**src/sv/erm_pkg.sv**
```systemverilog
// ----------------------------------------------------------------------------
// Extended Reinhard tone mapper package
// Shared op codes, field widths, constants and the queued command type.
// ----------------------------------------------------------------------------
package erm_pkg;

    localparam int FIELD_W   = 32;
    localparam int OP_W      = 2;
    localparam int BYTE_W    = 8;

    localparam logic [OP_W-1:0] OP_CLEAR   = 2'd0;
    localparam logic [OP_W-1:0] OP_MEASURE = 2'd1;
    localparam logic [OP_W-1:0] OP_MAP     = 2'd2;
    localparam logic [OP_W-1:0] OP_NONE    = 2'd3;

    localparam logic [BYTE_W-1:0] BYTE_MAX = 8'hFF;

    localparam int QUEUE_DEPTH = 4;
    localparam int QUEUE_AW    = 2;

    typedef struct packed {
        logic [OP_W-1:0]    op;
        logic [FIELD_W-1:0] red;
        logic [FIELD_W-1:0] green;
        logic [FIELD_W-1:0] blue;
    } t_cmd;

endpackage

```
**src/sv/erm_in_if.sv**
```systemverilog
// ----------------------------------------------------------------------------
// Pixel command channel
// Valid/ready channel carrying the op code and the three HDR channels.
// ----------------------------------------------------------------------------
interface erm_in_if;
    import erm_pkg::*;

    logic               valid;
    logic               ready;
    logic [OP_W-1:0]    op;
    logic [FIELD_W-1:0] red;
    logic [FIELD_W-1:0] green;
    logic [FIELD_W-1:0] blue;

    modport source (output valid, op, red, green, blue, input ready);
    modport sink   (input valid, op, red, green, blue, output ready);
endinterface

```
**src/sv/erm_front.sv**
```systemverilog
// ----------------------------------------------------------------------------
// Tone mapper front end
// Accepts commands, drops the unused op code and queues the rest in order.
// ----------------------------------------------------------------------------
module erm_front (
    input  logic          i_clk,
    input  logic          i_rst_n,
    erm_in_if.sink        i_in,
    output erm_pkg::t_cmd o_head,
    output logic          o_head_valid,
    input  logic          i_pop
);
    import erm_pkg::*;

    t_cmd                r_queue [QUEUE_DEPTH];
    logic [QUEUE_AW-1:0] r_wr;
    logic [QUEUE_AW-1:0] r_rd;
    logic [QUEUE_AW:0]   r_cnt;
    logic                push;
    logic                pop;
    t_cmd                cmd_in;

    assign i_in.ready   = (r_cnt != (QUEUE_AW+1)'(QUEUE_DEPTH));
    assign o_head_valid = (r_cnt != '0);
    assign o_head       = r_queue[r_rd];

    assign cmd_in.op    = i_in.op;
    assign cmd_in.red   = i_in.red;
    assign cmd_in.green = i_in.green;
    assign cmd_in.blue  = i_in.blue;

    // The unused op code is accepted but never queued.
    assign push = i_in.valid && i_in.ready && (i_in.op != OP_NONE);
    assign pop  = i_pop && o_head_valid;

    always_ff @(posedge i_clk) begin
        if (push) begin
            r_queue[r_wr] <= cmd_in;
        end
    end

    always_ff @(posedge i_clk) begin
        if (!i_rst_n) begin
            r_wr  <= '0;
            r_rd  <= '0;
            r_cnt <= '0;
        end else begin
            if (push) begin
                r_wr <= r_wr + 1'b1;
            end
            if (pop) begin
                r_rd <= r_rd + 1'b1;
            end
            if (push && !pop) begin
                r_cnt <= r_cnt + 1'b1;
            end else if (pop && !push) begin
                r_cnt <= r_cnt - 1'b1;
            end
        end
    end
endmodule

```
**src/flat_wrapper.sv**
```systemverilog
// flat-port wrapper written by rule: the top's interface ports become plain ports
module erm_front_flat import erm_pkg::*;
  (i_clk, i_rst_n, o_head, o_head_valid, i_pop, i_in_valid, i_in_op, i_in_red, i_in_green, i_in_blue, i_in_ready);
  erm_in_if i_in_i ();
  input  logic i_clk;
  input  logic i_rst_n;
  output erm_pkg::t_cmd o_head;
  output logic o_head_valid;
  input  logic i_pop;
  input wire logic [$bits(i_in_i.valid)-1:0] i_in_valid;
  input wire logic [$bits(i_in_i.op)-1:0] i_in_op;
  input wire logic [$bits(i_in_i.red)-1:0] i_in_red;
  input wire logic [$bits(i_in_i.green)-1:0] i_in_green;
  input wire logic [$bits(i_in_i.blue)-1:0] i_in_blue;
  output wire logic [$bits(i_in_i.ready)-1:0] i_in_ready;
  assign i_in_i.valid = i_in_valid;
  assign i_in_i.op = i_in_op;
  assign i_in_i.red = i_in_red;
  assign i_in_i.green = i_in_green;
  assign i_in_i.blue = i_in_blue;
  assign i_in_ready = i_in_i.ready;
  erm_front u_core (.i_clk(i_clk), .i_rst_n(i_rst_n), .i_in(i_in_i), .o_head(o_head), .o_head_valid(o_head_valid), .i_pop(i_pop));
endmodule
```
**config.mk**
```make
export PLATFORM = sky130hd
export DESIGN_NAME = erm_front_flat
export DESIGN_NICKNAME = d
export VERILOG_FILES = /design/src/sv/erm_pkg.sv /design/src/sv/erm_in_if.sv /design/src/sv/erm_front.sv /design/src/flat_wrapper.sv
export SDC_FILE = /design/constraint.sdc
export NUM_CORES = 1
export LEC_CHECK = 0
export ABC_CLOCK_PERIOD_IN_PS = 5000
export BUFFER_PORTS_ARGS = -buffer_cell sky130_fd_sc_hd__buf_2
export CAP_MARGIN = 5
export CORE_MARGIN = 2
export CORE_UTILIZATION = 40
export CTS_BUF_LIST = sky130_fd_sc_hd__clkbuf_8
export DETAILED_ROUTE_END_ITERATION = 16
export HOLD_SLACK_MARGIN = 0.1
export PLACE_DENSITY_LB_ADDON = 0.1
export SYNTH_ARGS = -nofsm -noshare
export SYNTH_HDL_FRONTEND = slang
export SYNTH_SLANG_ARGS = --single-unit
```
**constraint.sdc**
```tcl
create_clock -name i_clk -period 5 [get_ports i_clk]
set_input_delay 0.5 -clock i_clk [delete_from_list [all_inputs] [get_ports i_clk]]
set_output_delay 0.5 -clock i_clk [all_outputs]
set_load 0.01 [all_outputs]
```
== After elaboration in Yosys (flattened, before gate mapping) ==
Memory sizes are Yosys's and may differ from the RTL's. A register that Yosys moved wholly into a read port is not among the register bits.
Cells that the tools add are included.

* Register bits: 7
* Bits in latches: 0
* Memory bits (writable): 392
* ROM bits: 0
* Input port bits: 102
* Output and inout port bits: 100
* Word-level logic and storage cells: 25
* Memories kept: 1

* Add/sub/neg operators: 4
* Multiply operators: 0
* Div/mod/pow operators: 0
* $lt $le $gt $ge: 0
* Equal/unequal tests: 2
* Shift-type cells: 0
* Muxes and demuxes: 6
* Bitwise logic cells: 0
* Reductions and logical operators: 9

{| class="wikitable"
|+ Memory list
! memory !! depth !! bits a word !! read ports !! clocked after Yosys merged registers in !! write ports !! RTL line !! RTL
|-
| u_core.r_queue || 4 || 98 || 1 || 1 || 1 || erm_front.sv:15 || <nowiki>t_cmd r_queue [QUEUE_DEPTH];</nowiki>
|}

{| class="wikitable"
|+ Operators by type and width
! kind !! number
|-
| 2-to-1 mux 3 bit || 2
|-
| logical AND 1 bit || 5
|-
| adder 2 x 1 -> 2 bit, second input constant || 2
|-
| 2-to-1 mux 2 bit || 2
|-
| adder 3 x 1 -> 3 bit, second input constant || 1
|-
| inequality test 3 bit, second input constant || 1
|-
| nonzero test 3 bit || 1
|-
| subtractor 3 x 1 -> 3 bit, second input constant || 1
|-
| logical NOT 1 bit || 2
|-
| 2-to-1 mux 1 bit || 2
|-
| inequality test 2 bit, second input constant || 1
|-
| nonzero test 2 bit || 1
|}

== Depth between registers and ports, before layout ==
Gate-level depths: netlist of the first run.

* Word-level depth: 7
* Gate-level depth with buffers: 8
* Depth with buffers taken out: 8

== Worst setup path after synthesis of the first run ==
OpenSTA, ideal clock, no wires.

* Path type: input port to flip-flop
* From: input port i_in_op[0]
* To: memory u_core.r_queue[0][0] in the netlist's numbering (enable)
* Library setup time: 468 ps
* Data arrival time: 3,280 ps
* Data required time: 4,532 ps
* Slack: 1,252 ps
* Cell stages on the path: 2
* Path buffers: 0
* Cells stage by stage: a221oi_2 -> and2_1

* Cells in the longest elaborated chain, start to end: 4

{| class="wikitable"
|+ Ends and longest elaborated chain
! item !! RTL line !! RTL
|-
| from (decl) || flat_wrapper.sv:11 || <nowiki>input wire logic [$bits(i_in_i.op)-1:0] i_in_op;</nowiki>
|-
| inequality test 2 bit || erm_front.sv:33 || <nowiki>assign push = i_in.valid && i_in.ready && (i_in.op != OP_NONE);</nowiki>
|-
| logical AND 1 bit || erm_front.sv:33 ||
|-
| 2-to-1 mux 1 bit || erm_front.sv:37 || <nowiki>if (push) begin</nowiki>
|-
| 2-to-1 mux 1 bit (not written as such) || erm_front.sv:38 || <nowiki>r_queue[r_wr] <= cmd_in;</nowiki>
|-
| to (decl) || erm_front.sv:15 ||
|}

No other way between the ends.

==> run summary, run 1 <==
Placement Setup Slack -> 2.03 ns
Post-synth top flop -> edfxtp_1
Clk root buf -> clkbuf_8
Critical path peak fanout -> 64
Final Max Tran Viols -> 0
Yosys warns -> 0
Num CTS Buffers -> 61
Worst-Skew Late Latency -> 0.61 ns
DP Area -> 16200 sq um
Post-Syn Instances -> 561
Initial antenna violation count -> 1
Finished Layout Cells -> 1419
Synthesis-stage register bit count -> 401
Highest clock rate -> 300 MHz
Top-area cell type share of the netlist area -> 80.6%
Initial Util -> 40.3%
TritonCTS Sinks -> 401
Die height -> 195 um
Syn-to-layout area delta -> 24.3%
CTS H-tree lvls -> 2
RSZ-0062 raised after global routing -> no
Final wirelength -> 29800 um
GRT Util Overall -> 16.0%
Final min period -> 3.33 ns
Final worst slack -> 1.67 ns
Synth top cells by count -> edfxtp_1 (392), mux4_2 (98), buf_2 (9), dfxtp_1 (9)
Largest net degree at the start of global routing -> 65
Setup TNS -> 0 ns
Leakage -> 0.00619 uW
Area contributors post-synth -> edfxtp_1 (81%), mux4_2 (15%), dfxtp_1 (1.2%), ha_1 (0.43%), and2_1 (0.34%)
Net switching power -> 2220 uW
DR vias/cell -> 4.98
Area leader, netlist -> edfxtp_1
HPWL Detailed -> 17600 um
CTS tree -> yes
# IOs -> 202
Number of max-cap violations -> 0
Post-route clock skew -> 0.0154 ns
Final core occ -> 50.1%
TritonRoute pass-1 iters -> 4
Clock transition at path regs -> 0.06 ns
Int Pwr -> 6050 uW
RD Place Congestion -> 0.720
Crit path DAT -> 2.83 ns
Core area -> 36300 sq um
Syn nets -> 669
DRC -> 0
Top-count cell post-synth -> edfxtp_1
Critical path's top delay family -> flip-flops
Sequential power share -> 50.1%
Setup violators final -> 0
Switch share -> 26.8%
CP max-delay cell -> dfxtp_4
Maximum clock insertion buffer count -> 3
Rel. slew slack -> 42.7%
Post_cts resized -> 0
Combinational Power Share -> 21.9%
Die W -> 195 um
CP Capture Type -> primary output
CP startpoint kind -> flop
Hold Path Class -> primary input to flop
Num rows -> 70
Worst Max-Slew Pin Slew -> 0.860 ns
Ordered list of cells on the worst path -> buf_12 > mux4_2 > buf_2
Nets@finish -> 1019
Initial DRC count -> 419
Die Footprint -> 38100 sq um
Crit path kind -> flop to primary output
Post-synthesis cell area -> 14600 sq um
Post-synth ARST share -> 0%
Drt wl/cell -> 21.0 um
Worst Path Buf+Inv -> 2
Port Buf Inserts -> 201
Share of cells above drive strength 1 -> 40.2%
Design Area, Final -> 18200 sq um
Sequential area share after synthesis -> 81.8%
Final hold vios -> 0
Vias -> 7064
Worst path required time -> 4.50 ns
Dpl cells -> 1218
Slowest stage delay, CP -> 0.84 ns
VDD IR max -> 0.219 mV
Power per Cell Area -> 455 nW/um^2
Clock network power share -> 28.0%
Number of synthesized flops with an enable pin -> 392
GR Overflow Total -> 0
Status -> finished clean
DRT antenna net count -> 0
Unique masters post-synth -> 25
Mapped Avg Cell Area -> 26.0 sq um
Vias in the first global route -> 7888
Final period util -> 66.6%
First-pass GRT wire length -> 45600 um
## power groups by stage
stage          Sequential [uW]  Clock (uW)  Combinational [uW]
5_1_grt                   4190        2550                1950
3_5_place_dp              4230           0                1790
6_report                  4150        2310                1810
2_1_floorplan             4110           0                1240
4_1_cts                   4160        2410                1860
3_3_place_gp              4210           0                1770
## kinds of logic after synthesis
family	share of synthesized area [%]
muxes	15.3
AOI/OAI and AO/OA	0.300
xor gates and xnor gates	0.240
and+or+nand+nor	0.625
DFF	81.8
buffers and inverters	1.17
adders and majority gates	0.565
## worst min-delay path, stage by stage
cell	delay (ns)
buf_2	0.15
nand2_1	0.07
mux2i_1	0.06
## layout make-up
type,instances,area (sq um)
flip-flops and latches,401,12000
well taps,468,586
repair buffers,310,2080
multi-input cells,133,2500
clock buffers,61,840
inverters,4,15.0
clock inverters,41,184
fillers,2978,18100
diodes,1,2.50
## path summary, 6_finish.rpt
check,to,slack (ns),cells past startpoint,from
worst min-delay path,u_core.r_wr[1],0.21,3,i_rst_n
worst max-delay path,o_head[80],1.67,3,flop
worst min register to register,u_core.r_wr[1],0.50,2,u_core.r_wr[1]
worst max register to register,u_core.r_queue[1][85],2.19,4,u_core.r_cnt[0]
## sequential cells by signal, indices dropped and copies added (netlist names), named ones only
signal,count
u_core.r_wr,2
u_core.r_cnt,3
u_core.r_queue,392
u_core.r_rd,2
## stage by stage
step           total power (uW)  hold WS (ns)
5_1_grt                    8690         0.193
3_5_place_dp               6020         0.498
4_1_cts                    8430         0.138
6_report                   8270         0.215
2_1_floorplan              5350         0.468
3_3_place_gp               5980         0.477
## per-layer routing
layer	GRT usage (%)	routed length, um	vias to the layer above
li1	-	-	3116
met1	19.5	12000	3695
met2	27.8	15500	196
met3	3.64	1540	57
met4	6.05	705	0
met5	0	0	-
## layout by cell type, fill, tap and decap left out, drive strengths merged, types with 2 or more instances in the layout
master / instances
and2: 8
dlygate4sd3: 98
clkbuf: 61
xnor2: 3
dfxtp: 9
or3: 2
ha: 5
buf: 212
mux4: 98
mux2i: 3
edfxtp: 392
nand2: 5
clkinv: 14
inv: 30
## repair_timing
action	4_1_cts	5_1_grt
hold buffers	98	0
endpoints found under the hold margin	392	0
setup buffers	0	0
Note: power is estimated with default switching activity, not from simulation.
==> inputs of run 2 (changes only) <==
ABC_AREA = 1   (was not set)
ABC_CLOCK_PERIOD_IN_PS = 2850   (was 5000)
clock period = 2.85 ns   (was 5 ns; I/O delays follow)
==> run summary, run 2 <==
Share of cells above drive strength 1 -> 22.0% (-18 points)
Die W -> 198 um (+1.3%)
Mux share of post-synthesis cell area -> 0% (-15 points)
Final min period -> 2.61 ns
Port Buf Inserts -> 201 (unchanged)
Worst-Skew Late Latency -> 0.59 ns (-0.02 ns)
Crit path DAT -> 2.33 ns (-0.50 ns)
VDD IR max -> 0.429 mV (+96%)
Number of max-cap violations -> 0 (unchanged)
CTS tree -> yes
CP startpoint kind -> flop
Top-area cell type share of the netlist area -> 78.5% (-2.1 points)
Syn nets -> 1126 (+68%)
Synth Area in Compound Gates -> 10.8% (+10 points)
Post-synth ARST share -> 0% (unchanged)
CTS H-tree lvls -> 3 (+1)
Design Area, Final -> 18700 sq um (+3.2%)
DRC -> 0 (unchanged)
Largest family of logic cells by synthesized area -> compound AO/OA/AOI/OAI gates
GRT Util Overall -> 17.9% (+1.9 points)
Status -> finished clean
Top Registers -> u_core.r_queue (392), u_core.r_cnt (3)
Drt wl/cell -> 18.8 um (-11%)
Final worst slack -> 0.238 ns (-1.43 ns)
Vias -> 9375 (+33%)
Post-Syn Instances -> 1018 (+81%)
Power per Cell Area -> 817 nW/um^2 (+79%)
Syn-to-layout area delta -> 25.0%
HPWL Detailed -> 18900 um (+6.9%)
RD Place Congestion -> 0.766 (+6.5%)
Initial DRC count -> 470 (+12%)
Final core occ -> 51.0% (+0.85 points)
CP Capture Type -> primary output
GR Overflow Total -> 0 (unchanged)
# IOs -> 202 (unchanged)
DR vias/cell -> 5.03 (+1.1%)
Hold depth -> 2 (-1)
DP Area -> 16600 sq um (+2.5%)
Area leader, netlist -> edfxtp_1
First-pass GRT wire length -> 52700 um (+15%)
Initial antenna violation count -> 2 (+1)
Post-synth top flop -> edfxtp_1
Most flop-heavy register -> u_core.r_queue
Highest clock rate -> 383 MHz
Num CTS Buffers -> 69 (+13%)
Most frequent cells in the layout -> edfxtp_1 (392), nor2_1 (206), buf_2 (201)
Post_cts resized -> 0 (unchanged)
Crit path kind -> flop to primary output
Post-Synth XOR/XNOR Area -> 0.0584% (-0.18 points)
Leakage -> 0.00667 uW (+7.8%)
Mapped Avg Cell Area -> 14.7 sq um (-43%)
RSZ-0062 raised after global routing -> no
Hold Path Class -> primary input to flop
Die height -> 198 um (+1.3%)
Final period util -> 91.6%
Largest register FFs -> 392 (unchanged)
Clock transition at path regs -> 0.06 ns (about the same)
Setup violators final -> 0 (unchanged)
Placement Setup Slack -> 0.749 ns (-1.28 ns)
Yosys warns -> 0 (unchanged)
Commonest non-fill, non-tap cell in the layout -> edfxtp_1
Die Footprint -> 39100 sq um (+2.6%)
Synthesis-stage register bit count -> 401 (unchanged)
Final Max Tran Viols -> 0 (unchanged)
Maximum clock insertion buffer count -> 3 (unchanged)
Clk root buf -> clkbuf_8
Worst path required time -> 2.57 ns (-1.93 ns)
Synth top cells by count -> edfxtp_1 (392), nor2_1 (210), o21ai_0 (150)
TritonCTS Sinks -> 401 (unchanged)
Unique masters post-synth -> 21 (-16%)
Final hold vios -> 0 (unchanged)
Initial Util -> 40.8% (+0.47 points)
Nets@finish -> 1453 (+43%)
Total Power -> 15300 uW (+85%)
Worst Max-Slew Pin Slew -> 0.597 ns (-0.263 ns)
Post-synthesis cell area -> 15000 sq um (+2.6%)
Area contributors post-synth -> edfxtp_1 (78%), nor2_1 (5.3%), o21ai_0 (5.0%), o22ai_1 (4.1%), o21ai_1 (1.6%)
Core area -> 36800 sq um (+1.4%)
Number of synthesized flops with an enable pin -> 392 (unchanged)
Synth Area in Simple Gates -> 5.78% (+5.2 points)
Post-route clock skew -> 0.0104 ns (-0.00496 ns)
Vias in the first global route -> 9368 (+19%)
Adder-cell share of the synthesized area -> 0.551% (-0.014 points)
Worst reg-to-reg path cell count -> 9 (+5)
Largest net degree at the start of global routing -> 97 (+49%)
Final wirelength -> 35000 um (+17%)
DRT antenna net count -> 0 (unchanged)
Critical path peak fanout -> 69 (+7.8%)
Num rows -> 70 (unchanged)
Rel. slew slack -> 60.2% (+18 points)
Sequential area share after synthesis -> 79.7% (-2.1 points)
TritonRoute pass-1 iters -> 5 (+1)
Top-count cell post-synth -> edfxtp_1
Layout fillers -> 3186 (+7.0%)
==> run 2: worst paths after layout <==
path / start / end / slack (ns)
max: flop / o_head[27] / 0.24
min: i_in_blue[10] / u_core.r_queue[3][10] / 0.44
max reg2reg: u_core.r_cnt[0] / u_core.r_cnt[1] / 0.73
min reg2reg: u_core.r_rd[1] / flop / 0.50
==> run 2: metrics by stage <==
| step | hold WS [ns] | cells | setup TNS (ns) |
|---|---|---|---|
| 5_1_grt | 0.418 | 1862 | 0 |
| 6_report | 0.441 | 1863 | 0 |
| 3_3_place_gp | 0.488 | 1642 | 0 |
| 2_1_floorplan | 0.384 | 1018 | -369.75 |
| 4_1_cts | 0.386 | 1861 | 0 |
| 3_5_place_dp | 0.488 | 1642 | 0 |
==> run 2: area by class of cell <==
cell class / count / area, sq um / area share [%]
diodes: 2 / 5.00 / 0.0267
clock buffers: 71 / 977 / 5.21
clock inverters: 48 / 203 / 1.08
inverters: 17 / 70.1 / 0.374
multi-input cells: 536 / 2610 / 13.9
flip-flops and latches: 401 / 12000 / 63.8
well taps: 468 / 586 / 3.12
repair buffers: 320 / 2340 / 12.5
==> run 2: logic make-up (layout without fill, tap and decap cells) <==
logic type | count (synthesis) | in the layout
buffers and inverters | 81 | 456
xor gates and xnor gates | 1 | 1
DFF | 401 | 401
and+or+nand+nor | 230 | 230
adders and majority gates | 6 | 6
AOI/OAI and AO/OA | 299 | 299
other | 0 | 2
==> run 2: routing by layer <==
metal  vias to the layer above  routed length (um)  track usage, %  part of all wire [%]
li1                       4502                   -               -                     -
met1                      4575               15800            24.0                    45
met2                       236               16400            28.6                    47
met4                         0                 714            6.27                   2.0
met5                         -                   0               0                     0
met3                        62                1990            4.18                   5.7
==> run 2: power breakdown <==
group	leakage (uW)	internal, uW	switching [uW]
logic	0.00234	1280	2380
clock network	0.000676	2300	2170
registers	0.00365	6990	186
total	0.00667	10600	4740
==> run 2: repair_timing <==
action,CTS,global route
endpoints found under the hold margin,401,0
buffers inserted,0,0
hold buffers,100,0
==> run 2: critical path, cell delays in order, from the launching register on <==
cell     delay (ns)
dfxtp_4        0.46
inv_6          0.27
buf_12         0.32
nor2_1         0.08
o22ai_1        0.37
buf_2          0.21
==> inputs of run 3 (changes only) <==
MAX_ROUTING_LAYER = met4   (was not set)
==> run summary, run 3 (same netlist as run 2, synthesis figures left out) <==
Largest register FFs -> 392 (unchanged)
Crit path kind -> flop to primary output
Initial DRC count -> 445 (-5.3%)
HP Start -> i_in_green[26]
TritonCTS Sinks -> 401 (unchanged)
RSZ-0062 raised after global routing -> no
Final hold vios -> 0 (unchanged)
DP Area -> 16600 sq um (unchanged)
Worst-Skew Late Latency -> 0.60 ns (about the same)
Final core occ -> 51.0% (unchanged)
CTS H-tree lvls -> 3 (unchanged)
Int Pwr -> 10600 uW (about the same)
Reg-to-reg critical path startpoint -> u_core.r_cnt[0]
CTS tree -> yes
Most frequent cells in the layout -> edfxtp_1 (392), nor2_1 (206), buf_2 (201)
Core area -> 36800 sq um (unchanged)
Initial antenna violation count -> 2 (unchanged)
DR vias/cell -> 5.03 (about the same)
Most flop-heavy register -> u_core.r_queue
Drt wl/cell -> 18.7 um (-0.17%)
Port Buf Inserts -> 201 (unchanged)
DRT antenna net count -> 0 (unchanged)
Top Registers -> u_core.r_queue (392), u_core.r_cnt (3)
Worst Max-Slew Pin Slew -> 0.593 ns (-0.00419 ns)
Power per Cell Area -> 816 nW/um^2 (about the same)
Share of cells above drive strength 1 -> 22.0% (unchanged)
Critical path peak fanout -> 68 (-1.4%)
Commonest non-fill, non-tap cell in the layout -> edfxtp_1
Initial Util -> 40.8% (unchanged)
First-pass GRT wire length -> 52700 um (about the same)
Die Footprint -> 39100 sq um (unchanged)
Die W -> 198 um (unchanged)
Final worst slack -> 0.276 ns (+0.0376 ns)
DRC -> 0 (unchanged)
Setup TNS -> 0 ns (unchanged)
Hold WS -> 0.440 ns (-0.000694 ns)
Die height -> 198 um (unchanged)
Critical path's top delay family -> buffers and inverters
Post-route clock skew -> 0.0116 ns (+0.00116 ns)
CP max-delay cell -> dfxtp_4
Crit path DAT -> 2.29 ns (-0.04 ns)
# IOs -> 202 (unchanged)
Final period util -> 90.3% (-1.3 points)
Rel. slew slack -> 60.5% (+0.28 points)
GR Overflow Total -> 0 (unchanged)
VDD IR max -> 0.430 mV (+0.33%)
Vias in the first global route -> 9362 (-0.064%)
Num CTS Buffers -> 69 (unchanged)
Design Area, Final -> 18700 sq um (unchanged)
Largest net degree at the start of global routing -> 97 (unchanged)
CP startpoint kind -> flop
Highest clock rate -> 388 MHz (+1.5%)
Worst path required time -> 2.57 ns (about the same)
Net switching power -> 4740 uW (about the same)
Maximum clock insertion buffer count -> 3 (unchanged)
Post_cts resized -> 0 (unchanged)
Combinational Power Share -> 23.9% (about the same)
Multi-input gate area -> 2610 sq um (unchanged)
Number of max-cap violations -> 0 (unchanged)
Vias -> 9373 (-0.021%)
Final wirelength -> 34900 um (-0.17%)
Register area -> 12000 sq um (unchanged)
Clk root buf -> clkbuf_8
Switch share -> 31.0% (about the same)
Layout fillers -> 3186 (unchanged)
Final Max Tran Viols -> 0 (unchanged)
Nets@finish -> 1453 (unchanged)
GRT Util Overall -> 18.4% (+0.56 points)
Sequential power share -> 46.9% (about the same)
Final min period -> 2.57 ns (-0.0376 ns)
Syn-to-layout area delta -> 25.0% (unchanged)
Worst Path Buf+Inv -> 3 (unchanged)
RD Place Congestion -> 0.777 (+1.3%)
Ordered list of cells on the worst path -> inv_6 > buf_12 > o21ai_0 > o22ai_1 > buf_2
Slowest stage delay, CP -> 0.46 ns (about the same)
Num rows -> 70 (unchanged)
HPWL Detailed -> 18900 um (unchanged)
Hold Path Class -> primary input to flop
TritonRoute pass-1 iters -> 4 (-1)
Clock transition at path regs -> 0.06 ns (about the same)
Clock network power share -> 29.2% (about the same)
Setup violators final -> 0 (unchanged)
Status -> finished clean
CP Capture Type -> primary output
Placement Setup Slack -> 0.749 ns (unchanged)
Leakage -> 0.00667 uW (unchanged)
run 3: cell counts in the layout (fill, tap and decap cells not counted):
No cell type changed its count.
run 3: timing repair:
item | 4_1_cts | 5_1_grt
endpoints found under the hold margin | 401 | 0
hold buffers | 100 | 0
setup buffers | 0 | 0
endpoints found under the setup margin | 0 | 0
run 3: area by class of cell:
type                    instances  share of cell area [%]
well taps                     468                    3.12
multi-input cells             536                    13.9
repair buffers                320                    12.5
diodes                          2                  0.0267
clock inverters                48                    1.08
flip-flops and latches        401                    63.8
clock buffers                  71                    5.21
inverters                      17                   0.374
run 3: routing by layer:
layer | vias to the layer above | routed length (um) | GRT usage (%)
met5 | - | 0 | -
met4 | 0 | 685 | 6.27
met3 | 61 | 1940 | 4.00
met2 | 252 | 16400 | 28.6
met1 | 4556 | 15900 | 24.2
li1 | 4504 | - | -
run 3: path summary, 6_finish.rpt:
path,slack [ns],endpoint,cells past startpoint
worst max-delay path,0.28,o_head[94],5
worst min-delay path,0.44,u_core.r_queue[1][58],2
worst min register to register,0.51,flop,2
worst max register to register,0.75,u_core.r_cnt[1],9
run 3: power groups by stage:
stage          sequential [uW]  combinational (uW)  clock, uW
6_report                  7180                3660       4470
5_1_grt                   7220                4050       4870
4_1_cts                   7180                3740       4630
3_5_place_dp              7300                3620          0
3_3_place_gp              7300                3600          0
2_1_floorplan             7230                2220          0
run 3: stage by stage:
| stage | std cells | power [uW] |
|---|---|---|
| 2_1_floorplan | 1018 | 9450 |
| 3_3_place_gp | 1642 | 10900 |
| 3_5_place_dp | 1642 | 10900 |
| 4_1_cts | 1861 | 15600 |
| 5_1_grt | 1863 | 16100 |
| 6_report | 1863 | 15300 |
